File: config.mk
export PLATFORM = sky130hd
export DESIGN_NAME = crc32_word_stream
export DESIGN_NICKNAME = d
export VERILOG_FILES = /design/src/sv/crc32ws_pkg.sv /design/src/sv/crc32ws_fold.sv /design/src/sv/crc32_word_stream.sv
export SDC_FILE = /design/constraint.sdc
export NUM_CORES = 1
export LEC_CHECK = 0
export BUFFER_PORTS_ARGS = -buffer_cell sky130_fd_sc_hd__buf_4
export CORE_AREA = 2 2 127 129
export DETAILED_ROUTE_END_ITERATION = 10
export DIE_AREA = 0 0 129 131
export GPL_TIMING_DRIVEN = 0
export MAX_ROUTING_LAYER = met4
export PLACE_DENSITY = 0.7
export SLEW_MARGIN = 25
export SYNTH_ARGS = -nofsm -noshare
export SYNTH_HDL_FRONTEND = slang
export SYNTH_SLANG_ARGS = --single-unit
File: constraint.sdc
create_clock -name clk -period 4.71 [get_ports clk]
set_input_delay 0.942 -clock clk [delete_from_list [all_inputs] [get_ports clk]]
set_output_delay 0.942 -clock clk [all_outputs]
set_load 0.01 [all_outputs]
File: src/sv/crc32ws_pkg.sv
// Shared types, constants and the CRC update matrix for the CRC-32 word stream.
// No dependencies; every module in the block imports this package.
package crc32ws_pkg;

    localparam int unsigned CRC_WIDTH = 32;
    localparam logic [CRC_WIDTH-1:0] CRC_POLY   = 32'h04C1_1DB7;
    localparam logic [CRC_WIDTH-1:0] SEED_RESET = 32'h5232_5032;
    localparam logic [CRC_WIDTH-1:0] TOP_BIT    = 32'h8000_0000;

    typedef struct packed {
        logic [CRC_WIDTH-1:0] data_word;
        logic                 first_word;
        logic                 last_word;
    } in_item_t;

    typedef struct packed {
        logic [CRC_WIDTH-1:0] crc_value;
        logic                 crc_final;
    } out_item_t;

    // Row i holds the input bits that XOR into result bit i after 32 shifts.
    typedef logic [CRC_WIDTH-1:0][CRC_WIDTH-1:0] fold_rows_t;

    // Evaluated at elaboration only: push each unit vector through 32 shifts.
    function automatic fold_rows_t fold_rows();
        fold_rows_t           rows;
        logic [CRC_WIDTH-1:0] v;
        rows = '0;
        for (int j = 0; j < CRC_WIDTH; j++)
        begin
            v = TOP_BIT >> (CRC_WIDTH - 1 - j);
            for (int k = 0; k < CRC_WIDTH; k++)
            begin
                if ((v & TOP_BIT) != '0)
                begin
                    v = (v << 1) ^ CRC_POLY;
                end
                else
                begin
                    v = v << 1;
                end
            end
            for (int i = 0; i < CRC_WIDTH; i++)
            begin
                rows[i][j] = v[i];
            end
        end
        return rows;
    endfunction

    localparam fold_rows_t FOLD_ROWS = fold_rows();

endpackage

File: src/sv/crc32ws_fold.sv
// Parallel fold of one 32-bit word into the CRC register, MSB first.
// Depends on crc32ws_pkg for the constant update matrix.
module crc32ws_fold (
    input  logic [crc32ws_pkg::CRC_WIDTH-1:0] crc_in,
    input  logic [crc32ws_pkg::CRC_WIDTH-1:0] word_in,
    output logic [crc32ws_pkg::CRC_WIDTH-1:0] crc_out
);
    import crc32ws_pkg::*;

    logic [CRC_WIDTH-1:0] mix;

    assign mix = crc_in ^ word_in;

    // Each result bit is the parity of the mixed word under its matrix row.
    always_comb
    begin
        for (int i = 0; i < CRC_WIDTH; i++)
        begin
            crc_out[i] = ^(mix & FOLD_ROWS[i]);
        end
    end

endmodule

File: src/sv/crc32_word_stream.sv
// Running CRC-32 (poly 0x04C11DB7, MSB first, no reflection, no final XOR)
// over a stream of 32-bit words. A transaction is taken into an input register,
// folded by a combinational XOR network and written to a result register, so one
// word is accepted per clock while the output is not stalled; the result is held
// in the result register and leaves once the output is not
// stalled. A word with first_word set
// restarts from the seed register (reset 0x52325032); otherwise the update
// continues from the previous result. The seed is written through cfg_wr_en /
// cfg_wr_data and is used only by first-marked words.
// Depends on crc32ws_pkg and crc32ws_fold.
module crc32_word_stream (
    input  logic                                 clk,
    input  logic                                 rst_n,
    input  logic                                 cfg_wr_en,
    input  logic [crc32ws_pkg::CRC_WIDTH-1:0]    cfg_wr_data,
    input  logic                                 in_valid,
    output logic                                 in_stall,
    input  crc32ws_pkg::in_item_t                in_data,
    output logic                                 out_valid,
    input  logic                                 out_stall,
    output crc32ws_pkg::out_item_t               out_data
);
    import crc32ws_pkg::*;

    logic [CRC_WIDTH-1:0] seed_reg;
    logic [CRC_WIDTH-1:0] crc_reg;
    logic [CRC_WIDTH-1:0] crc_next;
    logic [CRC_WIDTH-1:0] start_crc;
    logic                 stage_valid_reg;
    in_item_t             stage_reg;
    logic                 out_valid_reg;
    out_item_t            out_reg;
    logic                 out_free;
    logic                 stage_move;
    logic                 in_take;

    assign out_free   = !out_valid_reg || !out_stall;
    assign stage_move = stage_valid_reg && out_free;
    assign in_stall   = stage_valid_reg && !out_free;
    assign in_take    = in_valid && !in_stall;

    assign start_crc = stage_reg.first_word ? seed_reg : crc_reg;

    crc32ws_fold u_fold (
        .crc_in  (start_crc),
        .word_in (stage_reg.data_word),
        .crc_out (crc_next)
    );

    always_ff @(posedge clk or negedge rst_n)
    begin
        if (!rst_n)
        begin
            seed_reg        <= SEED_RESET;
            crc_reg         <= SEED_RESET;
            stage_valid_reg <= 1'b0;
            out_valid_reg   <= 1'b0;
        end
        else
        begin
            if (cfg_wr_en)
            begin
                seed_reg <= cfg_wr_data;
            end
            // advance the running CRC only as a word moves to the result register
            if (stage_move)
            begin
                crc_reg <= crc_next;
            end
            if (in_take)
            begin
                stage_valid_reg <= 1'b1;
            end
            else if (stage_move)
            begin
                stage_valid_reg <= 1'b0;
            end
            if (out_free)
            begin
                out_valid_reg <= stage_valid_reg;
            end
        end
    end

    always_ff @(posedge clk)
    begin
        if (in_take)
        begin
            stage_reg <= in_data;
        end
        if (stage_move)
        begin
            out_reg.crc_value <= crc_next;
            out_reg.crc_final <= stage_reg.last_word;
        end
    end

    assign out_valid = out_valid_reg;
    assign out_data  = out_reg;

endmodule

==> results of run 1 <==
area by class of cell:
| type | instances | area, sq um | share of cell area, % |
|---|---|---|---|
| Multi-Input combinational cell | 335 | 3860 | 41.2 |
| Sequential cell | 133 | 3690 | 39.4 |
| Timing Repair Buffer | 105 | 808 | 8.62 |
| Clock buffer | 19 | 443 | 4.73 |
| Tap cell | 216 | 270 | 2.88 |
| Clock inverter | 13 | 195 | 2.08 |
| Buffer | 11 | 96.3 | 1.03 |
| Inverter | 2 | 7.51 | 0.0801 |
per-layer routing:
metal,up-vias,part of all wire [%]
met1,2052,45
li1,1887,-
met4,0,1.1
met2,97,50
met3,16,4.0
met5,-,0
worst reg2reg max path: stages (launching register included):
cell and delay (ps):
edfxtp_1 370, buf_6 150, buf_12 150, mux2i_1 140, xnor2_1 620, xnor2_2 310, xnor2_2 260, xnor2_1 360
xnor3_1 480, mux2_2 270
cell usage in the layout (no fill, tap or decap):
master / Yosys / layout
inv_6: 0 / 3
nand2_1: 2 / 2
and2_2: 0 / 1
buf_12: 2 / 2
xor3_1: 3 / 3
edfxtp_1: 67 / 67
clkinv_4: 0 / 3
xnor2_1: 113 / 113
inv_1: 1 / 1
buf_1: 3 / 3
dfrtp_1: 44 / 44
mux2_2: 64 / 64
xor2_2: 12 / 12
xnor3_1: 20 / 20
clkbuf_1: 4 / 4
buf_4: 0 / 104
clkbuf_8: 0 / 1
xor2_1: 52 / 52
clkinvlp_4: 0 / 3
bufinv_16: 0 / 4
nand2b_1: 2 / 2
nand3_1: 1 / 1
mux2i_1: 29 / 29
xnor2_4: 7 / 7
dfstp_2: 22 / 22
buf_6: 1 / 1
clkinv_1: 1 / 1
buf_8: 1 / 1
clkbuf_4: 0 / 1
mux2i_2: 3 / 3
clkbuf_16: 0 / 17
buf_16: 0 / 1
xnor2_2: 26 / 26
worst paths after layout:
check                                  startpoint                       end  slack [ps]  cells after the start
hold / removal             stage_reg[0]$_DFFE_PP_     out_data[0]$_DFFE_PP_         420                      0
max in group asynchronous                   rst_n    crc_reg[3]$_DFFE_PN0P_        3520                      1
min in group asynchronous                   rst_n  seed_reg[27]$_DFFE_PN0P_         630                      1
setup reg to reg           stage_reg[1]$_DFFE_PP_    crc_reg[0]$_DFFE_PN0P_        1470                      9
hold reg to reg            stage_reg[0]$_DFFE_PP_     out_data[0]$_DFFE_PP_         420                      0
setup / recovery           stage_reg[1]$_DFFE_PP_    crc_reg[0]$_DFFE_PN0P_        1470                      9
cells by family (layout without fill, tap and decap cells):
group,count (synthesis),in the layout,synth area share (%)
XOR/XNOR,233,233,36.3
AND/OR/NAND/NOR,6,6,0.409
multiplexers,96,96,13.8
buffers and inverters,13,150,1.31
flip-flops,133,133,48.2
stage by stage:
stage / hold slack [ps] / std cells / utilization, % / cell area [sq um] / setup WS, ps
floorplan: 400 / 481 / - / 7650 / 1810
global placement: 407 / 801 / 55.8 / 8700 / 918
detailed placement: 408 / 802 / 56.0 / 8740 / 1500
CTS: 423 / 834 / 60.1 / 9370 / 1470
global route: 431 / 834 / 60.1 / 9370 / 1360
finish: 424 / 834 / 60.1 / 9370 / 1470
==> run metrics, run 1 <==
status finished, final reports clean; DR iter-0 viols 179; initial core utilization approximately half; Post-synth ARST share 49.6%; fill cell count 1,240; Netlist cell types 24; # setup viols final 0; I/O pin count 106; Max Cap Viol 0; #FFs+latches synth 133; grt met3 use 4.72%; final wirelength 16,900 um; critical path's largest stage delay 620 ps; Post-CTS Setup Inserts 0; met2 usage between 30% and 40%; initial antenna violation count 0; CTS Buf Count 17; max reg flops 34; setup tns final 0 ps; largest net degree at the start of global routing 67; Max Clock Skew 12.4 ps; Slew Limit Fails 0; layout cells sized above 1 about 45%; Buf+Inv Stages, Crit Path 2; synth cell count leaders 113 x xnor2_1, 67 x edfxtp_1, 64 x mux2_2; die extent in y around 130 um; Worst Max-Slew Pin Slew 857 ps; ys flop type edfxtp_1; fmax 0.309 GHz; Syn Std Cell Area approximately 7700 sq um; Worst path slowest cell xnor2_1; Yosys top cell by area edfxtp_1; P&R area growth vs syn 22.5%; DIE AREA 16,900 sq um; vias in the first global route ~4.3k; critical path startpoint category flip-flop; H-tree Lvls 4; Yosys Warn Count 0; GP Congestion 0.946; number of diodes 0; number of synthesized flops with an enable pin 67; wire length per cell 20.2 um; CTS tree built; CP Class reg2reg; vias per cell approximately 4.9; Final Hold Fails 0; GRT Total Usage 22.3%; Syn Area/Cell 15.9 sq um; first-pass GRT wire length 25,900 um; Port Buffers 104; Clock transition at path regs approximately 60 ps; Worst-Skew Late Latency around 420 ps; Yosys top cell area share 26.3%; Post-route DRC 0; GRT overflow 0; Crit Path Max Fanout 10; critical path's top delay family XOR/XNOR gates; largest cells by area after synthesis edfxtp_1 26%, dfrtp_1 14%, xnor2_1 13%, mux2_2 9.4%, dfstp_2 7.6%; drt first pass iters 4; Via Count between 4k and 5k; DP HPWL 12,700 um; CTS resizes 0; Final Cycle Share 68.7%; worst-path cell chain buf_6 > buf_12 > mux2i_1 > xnor2_1 > xnor2_2 > xnor2_2 > xnor2_1 > xnor3_1 > mux2_2; GRT Max-Usage Layer met2; met1 capacity usage during global routing about 29%; CTS root buf clkbuf_16; core outline area 15,600 sq um; Slew headroom between 40% and 50%; Longest Clk Path Bufs 2; most common cell in the netlist xnor2_1; # hold bufs at CTS 0; Cells after Synth 481; RSZ-0062 raised after global routing false; post-synthesis sequential area ratio 48.2%; Die Wd 129 um; Hold Crit Class reg2reg; CP Capture Type flip-flop; ANT nets after route 0; clock net sink count 133; required time worst endpoint ~5000 ps; post-layout net count 676; Syn Nets about 550; CP arrival 3540 ps; Final min period 3240 ps; floorplan row count 46
Power of run 1 is left out: the tool's default activity adds up to more than one toggle a clock period on the data nets, which glitch-free logic cannot reach.
==> inputs of run 2 (changes only) <==
--- a/config.mk
+++ b/config.mk
@@ -5,13 +5,14 @@
 export SDC_FILE = /design/constraint.sdc
 export NUM_CORES = 1
 export LEC_CHECK = 0
+export ABC_AREA = 1
 export BUFFER_PORTS_ARGS = -buffer_cell sky130_fd_sc_hd__buf_4
-export CORE_AREA = 2 2 127 129
+export CORE_AREA = 2 2 148 150
 export DETAILED_ROUTE_END_ITERATION = 10
-export DIE_AREA = 0 0 129 131
+export DIE_AREA = 0 0 150 152
 export GPL_TIMING_DRIVEN = 0
 export MAX_ROUTING_LAYER = met4
-export PLACE_DENSITY = 0.7
+export PLACE_DENSITY = 0.69
 export SLEW_MARGIN = 25
 export SYNTH_ARGS = -nofsm -noshare
 export SYNTH_HDL_FRONTEND = slang
==> constraint.sdc (replaced) <==
create_clock -name clk -period 3.4 [get_ports clk]
set_input_delay 0.68 -clock clk [delete_from_list [all_inputs] [get_ports clk]]
set_output_delay 0.68 -clock clk [all_outputs]
set_load 0.01 [all_outputs]
==> run 2 against run 1 <==
Non-clock buffer count increased by 13. Critical path depth increased by 8. Clock-buffer cell count decreased by 2. Worst setup slack got worse by 850 ps. Worst hold slack got worse by 100 ps. First-iteration DRC count increased to 5.1 times the previous value. Register-to-register slack got worse by 850 ps. Cell count increased by 140%.
==> run metrics, run 2 <==
Yosys top cell area share around 30%; Yosys Warn Count 0; # setup viols final 0; vias in the first global route 9,868; Yosys top cell by area nand2_1; Hold Slack 323 ps; CP arrival 3140 ps; DP HPWL 29,500 um; reg2reg path depth 17; fill cell count 2,083; Final min period 2780 ps; Slew headroom between 30% and 40%; CTS root buf clkbuf_16; Worst Max-Slew Pin Slew roughly 940 ps; Syn Std Cell Area 10,500 sq um; ANT nets after route 0; worst-path cell chain buf_6 > inv_8 > buf_6 > nand2_1 > nand2_1 > nand2_1 > nand2_1 > nand2_1 > nand2_2 > nand2_1 > nand2_1 > nand2_1 > nand2_1 > nand2_1 > nand3b_1 > nand3_1 > nand2_1; Max Cap Viol 0; fin area 12,200 sq um; r2r setup slk approximately 620 ps; Worst-Skew Late Latency 450 ps; required time worst endpoint 3760 ps; DIE AREA 22,800 sq um; CP Capture Type flip-flop; critical path startpoint category flip-flop; Worst path slowest cell edfxtp_1; DR iter-0 viols 904; Clock transition at path regs 70 ps; Static Leakage 6.62 nW; largest cells by area after synthesis nand2_1 30%, edfxtp_1 19%, nand3_1 11%, dfrtp_1 11%, dfstp_2 5.5%; Syn Area/Cell roughly 6.5 sq um; die extent in y 152 um; number of synthesized flops with an enable pin between 60 and 70; Reg power frac 23.6%; # hold bufs at CTS 0; I/O pin count 106; Syn Nets approximately 1.7k; Crit Path Max Fanout 10; synth cell count leaders 837 x nand2_1, 231 x nand3_1, 136 x inv_1; initial antenna violation count 1; setup tns final 0 ps; critical path's top delay family simple AND/OR/NAND/NOR gates; max reg flops 34; GRT overflow 0; Gate power share 59.1%; Pint ~0.0054 W; reg2reg end crc_reg[29]$_DFFE_PN0P_; Post-CTS Setup Inserts 0; Port Buffers 104; Reg-to-Reg Start stage_reg[1]$_DFFE_PP_; post-synthesis sequential area ratio 35.3%; final wirelength 37,400 um; fmax 0.360 GHz; P&R area growth vs syn 16.6%; Post-route DRC 0; drt first pass iters 5; RSZ-0062 raised after global routing false; GP Congestion 1.01; Final Cycle Share 81.6%; CTS resizes 0; vias per cell 5.36; first-pass GRT wire length 56,500 um; Buf+Inv Stages, Crit Path 3; Hold Crit Class in2async; CTS Buf Count 17; critical path's largest stage delay 390 ps; Post-synth ARST share 49.6%; final core occ 57.1%; layout cells sized above 1 16.7%; Area after DPL 11,600 sq um; switching pwr 0.00562 W; ys flop type edfxtp_1; status finished, final reports clean; Die Wd 150 um; floorplan row count 54; Cells after Synth 1,607; worst vdd ir 0.000378 V; GRT Total Usage 34.4%; CP Class reg2reg; Via Count 10.9k; H-tree Lvls 4; sw frac roughly half; most common cell in the netlist nand2_1; PwrDens 906 nW/um^2; core outline area 21,400 sq um; Longest Clk Path Bufs 2; initial core utilization 49.0%; clock net sink count 133; power share of the clock group 17.3%; largest net degree at the start of global routing 67; post-layout net count 1,802; Max Clock Skew 16.7 ps; #FFs+latches synth 133; Netlist cell types 30; commonest non-fill, non-tap cell in the layout nand2_1; wire length per cell 18.5 um; CTS tree built; most frequent cells in the layout 837 x nand2_1, 231 x nand3_1, 135 x inv_1; Top cell by count, worst path nand2_1; Final Hold Fails 0; Slew Limit Fails 0
[run 2: changes by cell type after synthesis, moves of 18 or more]
cell / before / now
inv_1: 1 / 136
mux2_2: 64 / 11
mux2i_1: 29 / 0
nand2_1: 2 / 837
nand2_2: 0 / 71
nand3_1: 1 / 231
o21ai_0: 0 / 23
xnor2_1: 113 / 33
xnor2_2: 26 / 4
xnor3_1: 20 / 0
xor2_1: 52 / 34
[run 2: per-stage QoR]
step	power [W]	setup WS [ps]	cells
6_report	0.0111	624	2026
2_1_floorplan	0.00693	1350	1607
5_1_grt	0.0119	371	2025
3_5_place_dp	0.00902	743	1992
3_3_place_gp	0.00888	466	1991
4_1_cts	0.0109	708	2024
[run 2: logic make-up after synthesis]
| logic type | share of synthesized area [%] |
|---|---|
| and+or+nand+nor | 48.3 |
| buffers and inverters | 7.30 |
| DFF | 35.3 |
| xor gates and xnor gates | 6.54 |
| AOI/OAI and AO/OA | 1.38 |
| muxes | 1.18 |
[run 2: area by class of cell]
type | count | area, sq um | area share (%)
Antenna cell | 2 | 5.00 | 0.0410
Clock inverter | 15 | 158 | 1.29
Inverter | 155 | 592 | 4.85
Buffer | 24 | 171 | 1.41
Clock buffer | 17 | 425 | 3.49
Tap cell | 280 | 350 | 2.87
Timing Repair Buffer | 105 | 801 | 6.56
Multi-Input combinational cell | 1295 | 6010 | 49.2
Sequential cell | 133 | 3690 | 30.3
[run 2: power groups by stage]
stage	combinational [W]	sequential (W)	clock [W]
final	0.00653	0.00261	0.00191
after CTS	0.00642	0.00261	0.00192
after global placement	0.00626	0.00262	0
after global routing	0.00725	0.00266	0.00199
after floorplan	0.00425	0.00268	0
after detailed placement	0.00639	0.00263	0
[run 2: layer usage]
layer,up-vias,track usage [%],wire length [um]
met5,-,-,0
met4,0,9.61,901
met3,53,5.20,3230
met2,489,51.0,16600
met1,5021,49.1,16700
li1,5291,-,-
[run 2: how the worst max path moves through the flow]
stage	from	slack, ps	cells after the start	to
after global routing	stage_reg[1]$_DFFE_PP_	370	18	crc_reg[29]$_DFFE_PN0P_
after CTS	stage_reg[1]$_DFFE_PP_	710	17	crc_reg[29]$_DFFE_PN0P_
after detailed placement	stage_reg[1]$_DFFE_PP_	740	17	crc_reg[29]$_DFFE_PN0P_
after global placement	out_stall	470	7	crc_reg[18]$_DFFE_PN0P_
after floorplan	stage_reg[1]$_DFFE_PP_	1350	16	out_data[22]$_DFFE_PP_
final	stage_reg[1]$_DFFE_PP_	620	17	crc_reg[29]$_DFFE_PN0P_
(Power assumes the default switching activity.)
==> inputs of run 3 (changes only) <==
--- a/config.mk
+++ b/config.mk
@@ -12,7 +12,7 @@
 export DIE_AREA = 0 0 150 152
 export GPL_TIMING_DRIVEN = 0
 export MAX_ROUTING_LAYER = met4
-export PLACE_DENSITY = 0.69
+export PLACE_DENSITY = 0.71
 export SLEW_MARGIN = 25
 export SYNTH_ARGS = -nofsm -noshare
 export SYNTH_HDL_FRONTEND = slang
==> constraint.sdc (replaced) <==
create_clock -name clk -period 2.25 [get_ports clk]
set_input_delay 0.45 -clock clk [delete_from_list [all_inputs] [get_ports clk]]
set_output_delay 0.45 -clock clk [all_outputs]
set_load 0.01 [all_outputs]
==> run 3 against run 2 <==
The flow now finishes with violations (negative setup slack). Total power rose by 70%. Maximum frequency up 15%. Critical path depth fell by 2. Clock skew shrank 3.3 ps. First-iteration DRC count up 10%. Utilization up 9.0 points. Cell count is 3.8% higher. Via count grew 5.8%. Combinational power rose by 82%. Critical endpoint is now out_data[6]$_DFFE_PP_.
==> run metrics, run 3 (synthesis results as in run 2) <==
Slew headroom between 40% and 50%; most frequent cells in the layout 711 x nand2_1, 194 x nand3_1, 178 x buf_4; r2r setup slk -160 ps; Static Leakage ~7.4 nW; fin area between 10,000 and 15,000 sq um; Reg-to-Reg Start stage_reg[1]$_DFFE_PP_; vias in the first global route 10.4k; commonest non-fill, non-tap cell in the layout nand2_1; # setup viols final 43; register area 3690 sq um; GP Congestion 1.01; Area after DPL 11,600 sq um; GRT Total Usage 35.3%; CP Capture Type flip-flop; sw frac 49.8%; Final Cycle Share 107%; Gate power share between 60% and 70%; DP HPWL 28,900 um; switching pwr 0.00934 W; CTS tree built; status complete, but fails checks; largest net degree at the start of global routing 67; clock net sink count 133; Max Cap Viol 0; floorplan row count 54; initial core utilization about half; core outline area 21,400 sq um; Critical Path Start stage_reg[1]$_DFFE_PP_; CP arrival 2600 ps; P&R area growth vs syn 35.0%; setup tns final -2760 ps; GRT overflow 0; Reg power frac 21.1%; Worst-Skew Late Latency 440 ps; Max Clock Skew 13.4 ps; Port Buffers 104; I/O pin count 106; Crit Path Max Fanout 10; layout cells sized above 1 31.1%; ANT nets after route 0; vias per cell between 5 and 6; Post-route DRC 0; Worst Max-Slew Pin Slew approximately 890 ps; CTS Buf Count 17; Pint 0.00941 W; worst vdd ir between 0.0006 and 0.0007 V; DIE AREA 22,800 sq um; required time worst endpoint approximately 2400 ps; Place WS -348 ps; combined area of the multi-input logic cells 7250 sq um; initial antenna violation count 0; reg2reg path depth 15; Die Wd 150 um; total power 0.0187 W; max reg flops 34; drt first pass iters 10; Via Count 11.5k; power share of the clock group 15.3%; failing checks negative setup slack; Final min period 2410 ps; PwrDens 1330 nW/um^2; CTS root buf clkbuf_16; H-tree Lvls 4; final wirelength 39,600 um; final core occ 66.1%; Hold Crit Class in2async; Clock transition at path regs 70 ps; RSZ-0062 raised after global routing true; number of diodes 0; CP Class reg2reg; die extent in y 152 um; first-pass GRT wire length 57,900 um; Longest Clk Path Bufs 2; fill cell count around 1.9k; setup slack after layout -156 ps; fmax around 0.42 GHz; Final Hold Fails 0; post-layout net count 1,882; Slew Limit Fails 0; reg2reg end out_data[6]$_DFFE_PP_; DR iter-0 viols 998; wire length per cell 18.8 um; critical path startpoint category flip-flop
[run 3: cell count changes in the layout (fill, tap and decap cells not counted), sizes merged, moves of 2 or more]
cell	before	now
buf	120	197
inv	166	162
clkinvlp	0	3
clkbuf	26	28
diode	2	0
nand2	917	919
[run 3: stage by stage]
stage / instances / hold WS (ps)
finish: 2104 / 132
global route: 2104 / 178
CTS: 2077 / 139
detailed placement: 1991 / 405
global placement: 1991 / 403
floorplan: 1607 / 154
[run 3: power groups by stage]
| stage | clock (W) | combinational (W) | sequential (W) |
|---|---|---|---|
| floorplan | 0 | 0.00642 | 0.00405 |
| global placement | 0 | 0.00947 | 0.00394 |
| detailed placement | 0 | 0.00964 | 0.00396 |
| CTS | 0.00287 | 0.0109 | 0.00393 |
| global route | 0.00297 | 0.0129 | 0.00403 |
| finish | 0.00287 | 0.0119 | 0.00395 |
[run 3: layout make-up]
| type | instances | area share (%) |
|---|---|---|
| multi-input combinational | 1297 | 51.4 |
| sequential | 133 | 26.1 |
| timing repair buffer | 183 | 10.2 |
| inverter | 155 | 4.32 |
| clock buffer | 18 | 3.04 |
| tap | 280 | 2.48 |
| buffer | 24 | 1.44 |
| clock inverter | 14 | 1.00 |
[run 3: routing by layer]
layer | routed length (um) | vias up | track usage, % | part of all wire [%]
met2 | 17700 | 593 | 52.4 | 45
li1 | - | 5452 | - | -
met3 | 4280 | 106 | 8.41 | 11
met1 | 16300 | 5337 | 47.3 | 41
met5 | 0 | - | - | 0
met4 | 1440 | 0 | 12.4 | 3.6
[run 3: critical path, cell delays in order, from the launching register on]
cell and delay (ps):
edfxtp_1 400, buf_8 170, buf_4 180, nand2_1 140, nand3_2 120, nand2_4 120, nand2_2 90, nand2_4 110
nand2_1 70, nand2_2 130, inv_2 50, nand2_1 60, nand2_2 80, nand2_1 100, nand3_1 140, and2_1 200
[run 3: worst max path at each step]
stage	endpoint	slack [ps]
detailed placement	out_data[17]$_DFFE_PP_	-350
global placement	crc_reg[18]$_DFFE_PN0P_	-560
floorplan	out_data[22]$_DFFE_PP_	200
finish	out_data[6]$_DFFE_PP_	-160
CTS	out_data[22]$_DFFE_PP_	-110
global route	out_data[6]$_DFFE_PP_	-290
[run 3: repair_timing]
| action | 4_1_cts | 5_1_grt |
|---|---|---|
| hold buffers | 0 | 0 |
| pin swaps | 37 | 16 |
| cloned | 0 | 2 |
| setup endpoints to repair | 64 | 90 |
| setup buffers | 54 | 25 |
| gates resized for setup | 175 | 130 |
